### config.mk
export PLATFORM = sky130hd
export DESIGN_NAME = command_line_editor_matcher_unit
export DESIGN_NICKNAME = d
export VERILOG_FILES = /design/src/design/cle_pkg.sv /design/src/design/cle_ctrl.sv /design/src/design/cle_datapath.sv /design/src/design/command_line_editor_matcher_unit.sv
export SDC_FILE = /design/constraint.sdc
export NUM_CORES = 1
export LEC_CHECK = 0
export BUFFER_PORTS_ARGS = -buffer_cell sky130_fd_sc_hd__buf_2
export CAP_MARGIN = 20
export CORE_MARGIN = 3
export CORE_UTILIZATION = 43
export DETAILED_ROUTE_END_ITERATION = 12
export SYNTH_ARGS = -nofsm -noshare
export SYNTH_HDL_FRONTEND = slang
export SYNTH_SLANG_ARGS = --single-unit
### constraint.sdc
create_clock -name clock -period 15.3 [get_ports clock]
set_input_delay 0 -clock clock [delete_from_list [all_inputs] [get_ports clock]]
set_output_delay 0 -clock clock [all_outputs]
set_load 0.1 [all_outputs]
### src/design/cle_pkg.sv
`timescale 1ns / 1ps

package cle_pkg;

   // Fixed field widths of the console channel and the command table.
   localparam int CHAR_W       = 8;
   localparam int ENTRY_W      = 64;
   localparam int ID_W         = 8;
   localparam int LENGTH_W     = 7;
   localparam int CSR_INDEX_W  = 3;

   // Special character codes.
   localparam logic [CHAR_W-1:0] CHAR_BS    = 8'h08;
   localparam logic [CHAR_W-1:0] CHAR_ETX   = 8'h03;
   localparam logic [CHAR_W-1:0] CHAR_ESC   = 8'h1B;
   localparam logic [CHAR_W-1:0] CHAR_CR    = 8'h0D;
   localparam logic [CHAR_W-1:0] CHAR_LF    = 8'h0A;
   localparam logic [CHAR_W-1:0] CHAR_SPACE = 8'h20;

   typedef enum logic [1:0] {
      ST_NONE    = 2'd0,
      ST_EMPTY   = 2'd1,
      ST_MATCH   = 2'd2,
      ST_UNKNOWN = 2'd3
   } line_status_type;

   typedef enum logic [2:0] {
      CC_IGNORE,
      CC_BACKSPACE,
      CC_CLEAR,
      CC_LINE_END,
      CC_PRINTABLE
   } char_class_type;

   typedef enum logic [1:0] {
      S_IDLE,
      S_SCAN,
      S_CMP,
      S_DONE
   } ctrl_state_type;

   // Commands from the controller to the datapath.
   typedef struct packed {
      logic            accept;
      logic            scan_run;
      logic            cmp_next;
      logic            result_set;
      line_status_type result_code;
      logic            load_out;
   } dp_cmd_type;

   // Status from the datapath to the controller.
   typedef struct packed {
      logic line_end;
      logic scan_end;
      logic token_found;
      logic entry_end;
      logic entry_hit;
      logic last_entry;
      logic out_free;
   } dp_sts_type;

   function automatic char_class_type classify_char(input logic [CHAR_W-1:0] c);
      char_class_type cls;
      case (c)
         CHAR_BS:           cls = CC_BACKSPACE;
         CHAR_ESC, CHAR_ETX: cls = CC_CLEAR;
         CHAR_CR, CHAR_LF:  cls = CC_LINE_END;
         default:           cls = (c >= CHAR_SPACE) ? CC_PRINTABLE : CC_IGNORE;
      endcase
      return cls;
   endfunction

endpackage

### src/design/cle_ctrl.sv
`timescale 1ns / 1ps

module cle_ctrl
   import cle_pkg::*;
(
   input  logic       clock,
   input  logic       reset,
   input  logic       req_valid,
   output logic       req_stall,
   input  dp_sts_type sts,
   output dp_cmd_type cmd
);

   ctrl_state_type state_ff;
   ctrl_state_type state_in;

   always_ff @(posedge clock) begin
      if (reset) begin
         state_ff <= S_IDLE;
      end else begin
         state_ff <= state_in;
      end
   end

   // Next state.
   always_comb begin
      state_in = state_ff;
      case (state_ff)
         S_IDLE: begin
            if (req_valid) begin
               state_in = sts.line_end ? S_SCAN : S_DONE;
            end
         end
         S_SCAN: begin
            if (sts.scan_end) begin
               state_in = sts.token_found ? S_CMP : S_DONE;
            end
         end
         S_CMP: begin
            if (sts.entry_end || sts.entry_hit || sts.last_entry) begin
               state_in = S_DONE;
            end
         end
         S_DONE: begin
            if (sts.out_free) begin
               state_in = S_IDLE;
            end
         end
         default: state_in = S_IDLE;
      endcase
   end

   // Outputs.
   always_comb begin
      cmd             = '0;
      cmd.result_code = ST_NONE;
      req_stall       = 1'b1;
      case (state_ff)
         S_IDLE: begin
            req_stall  = 1'b0;
            cmd.accept = req_valid;
         end
         S_SCAN: begin
            cmd.scan_run = 1'b1;
            if (sts.scan_end && !sts.token_found) begin
               cmd.result_set  = 1'b1;
               cmd.result_code = ST_EMPTY;
            end
         end
         S_CMP: begin
            if (sts.entry_end) begin
               cmd.result_set  = 1'b1;
               cmd.result_code = ST_UNKNOWN;
            end else if (sts.entry_hit) begin
               cmd.result_set  = 1'b1;
               cmd.result_code = ST_MATCH;
            end else if (sts.last_entry) begin
               cmd.result_set  = 1'b1;
               cmd.result_code = ST_UNKNOWN;
            end else begin
               cmd.cmp_next = 1'b1;
            end
         end
         S_DONE: begin
            cmd.load_out = sts.out_free;
         end
         default: begin
            req_stall = 1'b1;
         end
      endcase
   end

endmodule

### src/design/cle_datapath.sv
`timescale 1ns / 1ps

module cle_datapath
   import cle_pkg::*;
#(
   parameter int LINE_CAPACITY = 64,
   parameter int TABLE_ENTRIES = 8,
   parameter int KEYWORD_CHARS = 7
) (
   input  logic                   clock,
   input  logic                   reset,
   input  logic [CHAR_W-1:0]      req_char_code,
   input  logic                   rsp_stall,
   output logic                   rsp_valid,
   output logic [1:0]             rsp_line_status,
   output logic [ID_W-1:0]        rsp_matched_id,
   output logic [LENGTH_W-1:0]    rsp_current_length,
   input  logic                   csr_valid,
   input  logic [CSR_INDEX_W-1:0] csr_index,
   input  logic [ENTRY_W-1:0]     csr_data,
   input  dp_cmd_type             cmd,
   output dp_sts_type             sts
);

   localparam int AW   = $clog2(LINE_CAPACITY);
   localparam int LW   = $clog2(LINE_CAPACITY + 1);
   localparam int EW   = (TABLE_ENTRIES > 1) ? $clog2(TABLE_ENTRIES) : 1;
   localparam int TLW  = $clog2(KEYWORD_CHARS + 2);

   // Command table.
   logic [ENTRY_W-1:0] cfg_ff [TABLE_ENTRIES];

   always_ff @(posedge clock) begin
      if (reset) begin
         for (int i = 0; i < TABLE_ENTRIES; i++) begin
            cfg_ff[i] <= '0;
         end
      end else if (csr_valid && ({1'b0, csr_index} < (CSR_INDEX_W + 1)'(TABLE_ENTRIES))) begin
         cfg_ff[csr_index[EW-1:0]] <= csr_data;
      end
   end

   // Edit line storage and scan state.
   logic [CHAR_W-1:0] line_mem [LINE_CAPACITY];
   logic [CHAR_W-1:0] rd_data_ff;
   logic              rd_vld_ff;
   logic [LW-1:0]     len_ff;
   logic [LW-1:0]     len_in;
   logic [LW-1:0]     scan_idx_ff;
   logic              in_tok_ff;
   logic              tok_done_ff;
   logic [TLW-1:0]    tlen_ff;
   logic [KEYWORD_CHARS-1:0][CHAR_W-1:0] tok_ff;
   logic [EW-1:0]     entry_ff;
   line_status_type   status_ff;
   logic [ID_W-1:0]   id_ff;
   logic              rsp_valid_ff;
   logic [1:0]        out_status_ff;
   logic [ID_W-1:0]   out_id_ff;
   logic [LENGTH_W-1:0] out_len_ff;

   char_class_type     cls;
   logic               len_room;
   logic               issue;
   logic               take_char;
   logic [ENTRY_W-1:0] entry;
   logic               kw_nonzero;
   logic [TLW-1:0]     klen;
   logic               klen_found;
   logic               chars_equal;

   assign cls       = classify_char(req_char_code);
   assign len_room  = len_ff < LW'(LINE_CAPACITY);
   assign issue     = cmd.scan_run && (scan_idx_ff < len_ff);
   assign take_char = cmd.scan_run && rd_vld_ff && !tok_done_ff;

   always_ff @(posedge clock) begin
      if (cmd.accept && (cls == CC_PRINTABLE) && len_room) begin
         line_mem[len_ff[AW-1:0]] <= req_char_code;
      end
      rd_data_ff <= line_mem[scan_idx_ff[AW-1:0]];
   end

   always_comb begin
      len_in = len_ff;
      if (cmd.accept) begin
         case (cls)
            CC_BACKSPACE: if (len_ff != '0) len_in = len_ff - LW'(1);
            CC_CLEAR:     len_in = '0;
            CC_PRINTABLE: if (len_room) len_in = len_ff + LW'(1);
            default:      len_in = len_ff;
         endcase
      end else if (cmd.result_set) begin
         len_in = '0;
      end
   end

   always_ff @(posedge clock) begin
      if (reset) begin
         len_ff <= '0;
      end else begin
         len_ff <= len_in;
      end
   end

   // Token extraction: one stored character per cycle, read data taken from a registered memory read.
   always_ff @(posedge clock) begin
      if (reset) begin
         rd_vld_ff   <= 1'b0;
         scan_idx_ff <= '0;
         in_tok_ff   <= 1'b0;
         tok_done_ff <= 1'b0;
         tlen_ff     <= '0;
      end else if (cmd.accept) begin
         rd_vld_ff   <= 1'b0;
         scan_idx_ff <= '0;
         in_tok_ff   <= 1'b0;
         tok_done_ff <= 1'b0;
         tlen_ff     <= '0;
      end else begin
         rd_vld_ff <= issue;
         if (issue) begin
            scan_idx_ff <= scan_idx_ff + LW'(1);
         end
         if (take_char) begin
            if (rd_data_ff == CHAR_SPACE) begin
               if (in_tok_ff) begin
                  tok_done_ff <= 1'b1;
               end
            end else begin
               in_tok_ff <= 1'b1;
               if (tlen_ff != TLW'(KEYWORD_CHARS + 1)) begin
                  tlen_ff <= tlen_ff + TLW'(1);
               end
            end
         end
      end
   end

   always_ff @(posedge clock) begin
      for (int k = 0; k < KEYWORD_CHARS; k++) begin
         if (take_char && (rd_data_ff != CHAR_SPACE) && (tlen_ff == TLW'(k))) begin
            tok_ff[k] <= rd_data_ff;
         end
      end
   end

   // Keyword compare against one table entry per cycle.
   assign entry = cfg_ff[entry_ff];

   always_comb begin
      kw_nonzero  = 1'b0;
      klen        = TLW'(KEYWORD_CHARS);
      klen_found  = 1'b0;
      chars_equal = 1'b1;
      for (int k = 0; k < KEYWORD_CHARS; k++) begin
         if (entry[8 + 8 * k +: 8] != '0) begin
            kw_nonzero = 1'b1;
         end
         if (!klen_found && (entry[8 + 8 * k +: 8] == '0)) begin
            klen_found = 1'b1;
            klen       = TLW'(k);
         end
         if ((TLW'(k) < tlen_ff) && (tok_ff[k] != entry[8 + 8 * k +: 8])) begin
            chars_equal = 1'b0;
         end
      end
   end

   always_ff @(posedge clock) begin
      if (reset) begin
         entry_ff <= '0;
      end else if (cmd.accept) begin
         entry_ff <= '0;
      end else if (cmd.cmp_next) begin
         entry_ff <= entry_ff + EW'(1);
      end
   end

   // Per-item result.
   always_ff @(posedge clock) begin
      if (reset) begin
         status_ff <= ST_NONE;
         id_ff     <= '0;
      end else if (cmd.accept) begin
         status_ff <= ST_NONE;
         id_ff     <= '0;
      end else if (cmd.result_set) begin
         status_ff <= cmd.result_code;
         id_ff     <= (cmd.result_code == ST_MATCH) ? entry[ID_W-1:0] : '0;
      end
   end

   // Output register.
   always_ff @(posedge clock) begin
      if (reset) begin
         rsp_valid_ff <= 1'b0;
      end else if (cmd.load_out) begin
         rsp_valid_ff <= 1'b1;
      end else if (!rsp_stall) begin
         rsp_valid_ff <= 1'b0;
      end
   end

   always_ff @(posedge clock) begin
      if (cmd.load_out) begin
         out_status_ff <= status_ff;
         out_id_ff     <= id_ff;
         out_len_ff    <= LENGTH_W'(len_ff);
      end
   end

   assign rsp_valid          = rsp_valid_ff;
   assign rsp_line_status    = out_status_ff;
   assign rsp_matched_id     = out_id_ff;
   assign rsp_current_length = out_len_ff;

   assign sts.line_end    = (cls == CC_LINE_END);
   assign sts.scan_end    = tok_done_ff || (!(scan_idx_ff < len_ff) && !rd_vld_ff);
   assign sts.token_found = in_tok_ff;
   assign sts.entry_end   = !kw_nonzero;
   assign sts.entry_hit   = (klen != '0) && (klen == tlen_ff) && chars_equal;
   assign sts.last_entry  = (entry_ff == EW'(TABLE_ENTRIES - 1));
   assign sts.out_free    = !rsp_valid_ff || !rsp_stall;

endmodule

### src/design/command_line_editor_matcher_unit.sv
// Any character other than a line end goes from acceptance straight to the result hand-off;
// a line end first walks the stored line (one stored character per cycle) and, if a token was
// found, compares table entries in order up to a hit, a table end or the last entry. Results
// load into the output register once it is free; the next item is taken only after that.
// Reset (synchronous, active high) empties the line, clears the command table to zero and
// drops any pending result; the line memory itself is not cleared.
`timescale 1ns / 1ps

module command_line_editor_matcher_unit
   import cle_pkg::*;
#(
   parameter int LINE_CAPACITY = 64,
   parameter int TABLE_ENTRIES = 8,
   parameter int KEYWORD_CHARS = 7
) (
   input  logic                   clock,
   input  logic                   reset,
   input  logic                   req_valid,
   output logic                   req_stall,
   input  logic [CHAR_W-1:0]      req_char_code,
   output logic                   rsp_valid,
   input  logic                   rsp_stall,
   output logic [1:0]             rsp_line_status,
   output logic [ID_W-1:0]        rsp_matched_id,
   output logic [LENGTH_W-1:0]    rsp_current_length,
   input  logic                   csr_valid,
   output logic                   csr_ready,
   input  logic [CSR_INDEX_W-1:0] csr_index,
   input  logic [ENTRY_W-1:0]     csr_data
);

   // The controller sequences items through accept, line walk and table compare (line ends
   // only) and result hand-off; the datapath holds the line memory, the command table, the
   // token buffer and the output register.
   dp_cmd_type cmd;
   dp_sts_type sts;

   // Table writes must come only while idle; the block does not enforce it. No back-pressure.
   assign csr_ready = 1'b1;

   cle_ctrl u_ctrl (
      .clock     (clock),
      .reset     (reset),
      .req_valid (req_valid),
      .req_stall (req_stall),
      .sts       (sts),
      .cmd       (cmd)
   );

   cle_datapath #(
      .LINE_CAPACITY (LINE_CAPACITY),
      .TABLE_ENTRIES (TABLE_ENTRIES),
      .KEYWORD_CHARS (KEYWORD_CHARS)
   ) u_datapath (
      .clock              (clock),
      .reset              (reset),
      .req_char_code      (req_char_code),
      .rsp_stall          (rsp_stall),
      .rsp_valid          (rsp_valid),
      .rsp_line_status    (rsp_line_status),
      .rsp_matched_id     (rsp_matched_id),
      .rsp_current_length (rsp_current_length),
      .csr_valid          (csr_valid),
      .csr_index          (csr_index),
      .csr_data           (csr_data),
      .cmd                (cmd),
      .sts                (sts)
   );

`ifndef SYNTH
   // Once a transaction is taken the block is busy in the following cycle.
   a_busy_after_accept: assert property (@(posedge clock) disable iff (reset)
      (req_valid && !req_stall) |=> req_stall)
      else $error("input accepted twice in back-to-back cycles");

   // Only a matched line carries a command id.
   a_id_only_on_match: assert property (@(posedge clock) disable iff (reset)
      (rsp_valid && (rsp_line_status != ST_MATCH)) |-> (rsp_matched_id == '0))
      else $error("nonzero id without a keyword match");

   // Every line event leaves the edit line empty.
   a_line_cleared: assert property (@(posedge clock) disable iff (reset)
      (rsp_valid && (rsp_line_status != ST_NONE)) |-> (rsp_current_length == '0))
      else $error("line not cleared after a line event");
`endif

endmodule

### After elaboration in Yosys (flattened, before gate mapping)

Memories as Yosys holds them, arrays and structs flattened. A register that Yosys moved wholly into a read port is not among the register bits.
Index checks and enable logic that the tools add are counted.

| cells by class | value |
|---|---|
| add/subtract/negate cells | 5 |
| $lt $le $gt $ge | 10 |
| equal/unequal tests | 39 |
| mux-type cells | 69 |
| bitwise logic cells | 1 |
| reduce and logical (&&, ||, !) cells | 75 |

Operators by type and width:

| kind | count |
|---|---|
| 64-bit 2-to-1 mux | 1 |
| 64-bit OR reduction | 1 |
| 8-bit logical NOT | 7 |
| 8-bit inequality test | 7 |
| 8-bit nonzero test | 7 |
| 3-bit 2-to-1 mux | 15 |
| 1-bit 2-to-1 mux | 39 |
| 1-bit logical AND | 30 |
| 7-bit 2-to-1 mux | 4 |
| 8-bit by 4-bit equality test with 1-bit output, second input constant | 3 |
| 7-bit case mux with 3 select lines | 1 |
| 7-bit by 1-bit adder with 7-bit output, second input constant | 2 |
| 1-bit logical NOT | 13 |
| 4-bit by 3-bit equality test with 1-bit output, second input constant | 3 |
| 3-bit by 4-bit less-than comparator with 1-bit output, first input constant | 3 |
| 2-bit 2-to-1 mux | 5 |
| 3-bit case mux with 3 select lines | 1 |
| 4-bit by 2-bit equality test with 1-bit output, second input constant | 2 |
| 8-bit by 2-bit equality test with 1-bit output, second input constant | 1 |
| 8-bit by 5-bit equality test with 1-bit output, second input constant | 1 |
| 8-bit by 6-bit equality test with 1-bit output, second input constant | 1 |
| 8-bit by 6-bit >= comparator with 1-bit output, second input constant | 1 |
| 1-bit by 4-bit less-than comparator with 1-bit output, first input constant | 2 |
| 2-bit by 4-bit less-than comparator with 1-bit output, first input constant | 2 |
| other kinds (31) | 47 |

| storage, ports and cells | value |
|---|---|
| bits in registers | 110 |
| RAM bits | 1024 |
| bits of input ports | 80 |
| output and inout bits | 20 |
| word-level logic and storage cells | 222 |
| memories | 2 |

Memories:

| name | depth | width | rd ports | clocked after memory_dff | wr ports | RTL line | source |
|---|---|---|---|---|---|---|---|
| u_datapath.cfg_ff | 8 | 64 | 1 | 1 | 8 | cle_datapath.sv:31 | `logic [ENTRY_W-1:0] cfg_ff [TABLE_ENTRIES];` |
| u_datapath.line_mem | 64 | 8 | 1 | 1 | 1 | cle_datapath.sv:44 | `logic [CHAR_W-1:0] line_mem [LINE_CAPACITY];` |

### Logic depth before layout (Yosys ltp)

| depth | value |
|---|---|
| word-level depth | 28 |
| gate-level depth with buffers | 16 |
| gate-level depth less buffers | 12 |

### Cells and area by module

Synthesis repeated with hierarchy kept, for this count alone.

| unflattened totals | value |
|---|---|
| cell total of the unflattened synthesis | 2985 |
| area, all modules | 49234.7 sq um |

By module, submodules not included:

| module | instances | cells an instance | area each (sq um) |
|---|---|---|---|
| cle_datapath | 1 | 2947 | 48896.9 |
| cle_ctrl | 1 | 36 | 326.6 |
| command_line_editor_matcher_unit | 1 | 2 | 11.3 |

### Worst setup path before layout

OpenSTA, ideal clock, no wires.

| timing path | value |
|---|---|
| kind | input-to-reg |
| start | in reset |
| end | mem u_datapath.cfg_ff[2][0], enable pin |
| library setup time | 574 ps |
| arrival time | 4825 ps |
| setup slack | 9901 ps |
| stages on the path | 3 |
| cell sequence | inv_1 -> nand3b_1 -> o21ai_0 |

RTL lines:

| what | RTL line | source |
|---|---|---|
| start: declaration | command_line_editor_matcher_unit.sv:17 | `input logic reset,` |
| end: declaration | cle_datapath.sv:31 |  |

==> flow_summary.toml <==
[outcome]
run_status = "finished clean"

[power_and_ir_drop]
total_power_w = 0.007488
static-leakage-power_nw = 17.83
pwr_per_cell_area_nw_per_um2 = 135.8
power.ir.vdd_worst_mv = 0.09664

[timing]
timing.clock.skew_ns = 0.02947
final_max_slew_viol_count = 0
setup_repair_after_global_routing_missed_its_margin = "false"
final.min_clock_period_ns = 6.108
final_min_period_over_clock_period_pct = 39.92
measured_slew_at_the_worst_slew_check_pin_ns = 1.072
timing.max_slew.rel_slack_pct = 28.53
tns_ns = 0
setup_viol = 0
final_hold_viol_count = 0
achievable-frequency_ghz = 0.1637

[floorplanning]
floorplan.core_area_sq_um = 110800
floorplan.initialDensity_pct = 43.39
boundaryPins = 100
die_h_um = 340.4
num_rows = 122
die_width_um = 340.4
floorplan.die_area_sq_um = 115900

[setup_path]
worstPathArrival_ns = 6.66
path_class = "reg2reg"
timing.critical_path.to_type = "flip-flop"
worst_ep_required_time_ns = 15.86
worst_setup_path_start_kind = "flip-flop"
critical_path.max_fanout = 47

[yosys]
dominantRegCellSynth = "sky130_fd_sc_hd__edfxtp_1"
postSynth.asyncResetShare_pct = 0
sequential_share_of_the_synthesized_area_pct = 70.51
mappedNetlistNets = 2817
synth_warnings = 0
ys_top_cells_by_area = "sky130_fd_sc_hd__edfxtp_1, sky130_fd_sc_hd__mux4_2, sky130_fd_sc_hd__and2_1, sky130_fd_sc_hd__mux2i_1, sky130_fd_sc_hd__dfxtp_1"
yosysUniqueCellTypes = 68
synth.top_cell.area_share_pct = 68.51
most_frequent_cells_after_synthesis = "sky130_fd_sc_hd__edfxtp_1, sky130_fd_sc_hd__and2_1, sky130_fd_sc_hd__mux4_2"
synth_cells = 2714
postSynthAreaPerCell_sq_um = 17.72
synth_largest_area_cell = "sky130_fd_sc_hd__edfxtp_1"
dominant_cell_by_count_in_the_synthesized_netlist = "sky130_fd_sc_hd__edfxtp_1"
synthesis.area_sq_um = 48080
synth.ff_latch_count = 1145
synth_edf_count = 1097

[routing]
drt_drc_violations_left = 0
dr.pass1.iters = 5
detail_route.wl_per_cell_um = 27.33
drt.antenna.violating_nets = 0
drtIter0Drc = 2169
routed_via_density = 5.637
postRouteWirelength_um = 123400
vias = 25450

[cts]
clkTransAtPathRegs_ns = 0.06
h-tree-depth = 3
root_buffer = "sky130_fd_sc_hd__clkbuf_16"
clkSinkCount = 1145
postCtsSetupBuffers = 0
cts_tree = "done"
clk-insertion-delay-late_ns = 0.70
cts_inserted_buffers = 119
cts_buffer_depth = 3

[global_route]
grt_start_max_net_pins = 69
total_congestion_overflow_after_global_routing = 0
vias_in_the_first_global_route = 26530
global_route.usage.total_pct = 21.27
initial_antenna_violation_count = 14
grt_pass1_wl_um = 180200

[run]
timing.max_cap.violations = 0

[min_path]
min_path_type = "in2reg"
min_from = "req_char_code[0]"

[cells_and_area]
finish.net_count = 3018
areaGrowthSynthToFinish_pct = 14.68
layout_cells_sized_above_1_pct = 20.90

[placed_design]
hpwlAfterDp_um = 70460
gp_congestion = 0.7940
numPortBuffers = 98
==> worst max-delay path: stages (launching register included) <==
cell,delay [ns]
sky130_fd_sc_hd__dfxtp_4,0.64
sky130_fd_sc_hd__buf_16,0.30
sky130_fd_sc_hd__buf_4,0.76
sky130_fd_sc_hd__buf_4,0.59
sky130_fd_sc_hd__mux4_2,0.58
sky130_fd_sc_hd__mux2i_1,0.33
sky130_fd_sc_hd__o2111ai_1,0.16
sky130_fd_sc_hd__or4_1,0.59
sky130_fd_sc_hd__and4bb_1,0.32
sky130_fd_sc_hd__xor2_1,0.16
sky130_fd_sc_hd__nor4_2,0.33
sky130_fd_sc_hd__nand4_1,0.31
sky130_fd_sc_hd__a21oi_2,0.54
sky130_fd_sc_hd__o22ai_1,0.19
==> repair_timing <==
action                                 4_1_cts  5_1_grt
gates resized for setup                      0        0
hold buffers                                74        0
endpoints found under the hold margin      743        0
==> metrics by stage <==
step                area (sq um)  util (%)  cells  hold slack [ns]  setup slack [ns]
floorplan                  48080         -   2714          0.07238             9.901
global placement           50300     45.39   4205           0.2844             9.073
detailed placement         50310     45.39   4206           0.3059             8.973
CTS                        55080     49.70   4505          0.01314             8.949
global route               55120     49.74   4508          0.03497             8.815
finish                     55140     49.75   4515         0.009202             9.192
==> path summary, 6_finish.rpt <==
check                                               endpoint  slack [ns]  cells after the start
worst max-delay path                     u_datapath.id_ff[2]        9.19                     13
worst min-delay path              u_datapath.line_mem[59][0]       0.009                      2
worst max register to register           u_datapath.id_ff[2]        9.19                     13
worst min register to register  u_datapath.rsp_matched_id[6]        0.44                      0
==> placed cells by master, fill, tap and decap left out, types with 31 or more instances in the layout <==
cell                               n
sky130_fd_sc_hd__edfxtp_1       1097
sky130_fd_sc_hd__and2_1          517
sky130_fd_sc_hd__mux4_2          256
sky130_fd_sc_hd__clkbuf_16       120
sky130_fd_sc_hd__mux2i_1         112
sky130_fd_sc_hd__nor2_1          105
sky130_fd_sc_hd__buf_2            98
sky130_fd_sc_hd__dlygate4sd3_1    74
sky130_fd_sc_hd__nand2_1          51
sky130_fd_sc_hd__buf_4            47
sky130_fd_sc_hd__dfxtp_1          42
sky130_fd_sc_hd__xor2_1           34
sky130_fd_sc_hd__a21oi_1          32
sky130_fd_sc_hd__a22oi_1          31
==> logic make-up (layout without fill, tap and decap cells) <==
| kind of cell | Yosys count | count (layout) | share of synthesized area, % |
|---|---|---|---|
| simple gates | 781 | 781 | 9.353 |
| flops | 1145 | 1145 | 70.51 |
| other cells | 1 | 9 | 0.007800 |
| compound gates | 155 | 155 | 2.238 |
| buf+inv | 167 | 472 | 1.530 |
| xor+xnor | 60 | 60 | 1.093 |
| fa+ha+maj | 23 | 23 | 0.6141 |
| mux | 382 | 382 | 14.65 |
==> power by group <==
part / switching, W / internal, W
sequential: 0.000104 / 0.00357
combinational: 0.000491 / 0.000348
clock: 0.00120 / 0.00178
==> flip-flops by register name, summed over array words and instances (netlist names), 8 cells and up, named ones only <==
register / flops
u_datapath.cfg_ff: 512
u_datapath.id_ff: 8
u_datapath.line_mem: 512
u_datapath.tok_ff: 56
u_datapath.rsp_matched_id: 8
u_datapath.rd_data_ff: 8
==> metal layers <==
metal,global-route usage [%],vias up,share of wire (%)
met5,0,-,0.050
met4,6.914,8,3.2
met3,4.605,231,7.7
met2,34.82,970,49
met1,28.46,13280,40
li1,-,10960,-
==> final cells by class <==
type | count | area, sq um
Fill cell | 9075 | 55680
Sequential cell | 1145 | 33920
Multi-Input combinational cell | 1402 | 13580
Clock buffer | 148 | 3158
Tap cell | 1488 | 1862
Timing Repair Buffer | 221 | 1627
Clock inverter | 77 | 870.8
Inverter | 26 | 97.59
Antenna cell | 8 | 20.02
No activity file was read; power rests on OpenSTA's default activity.
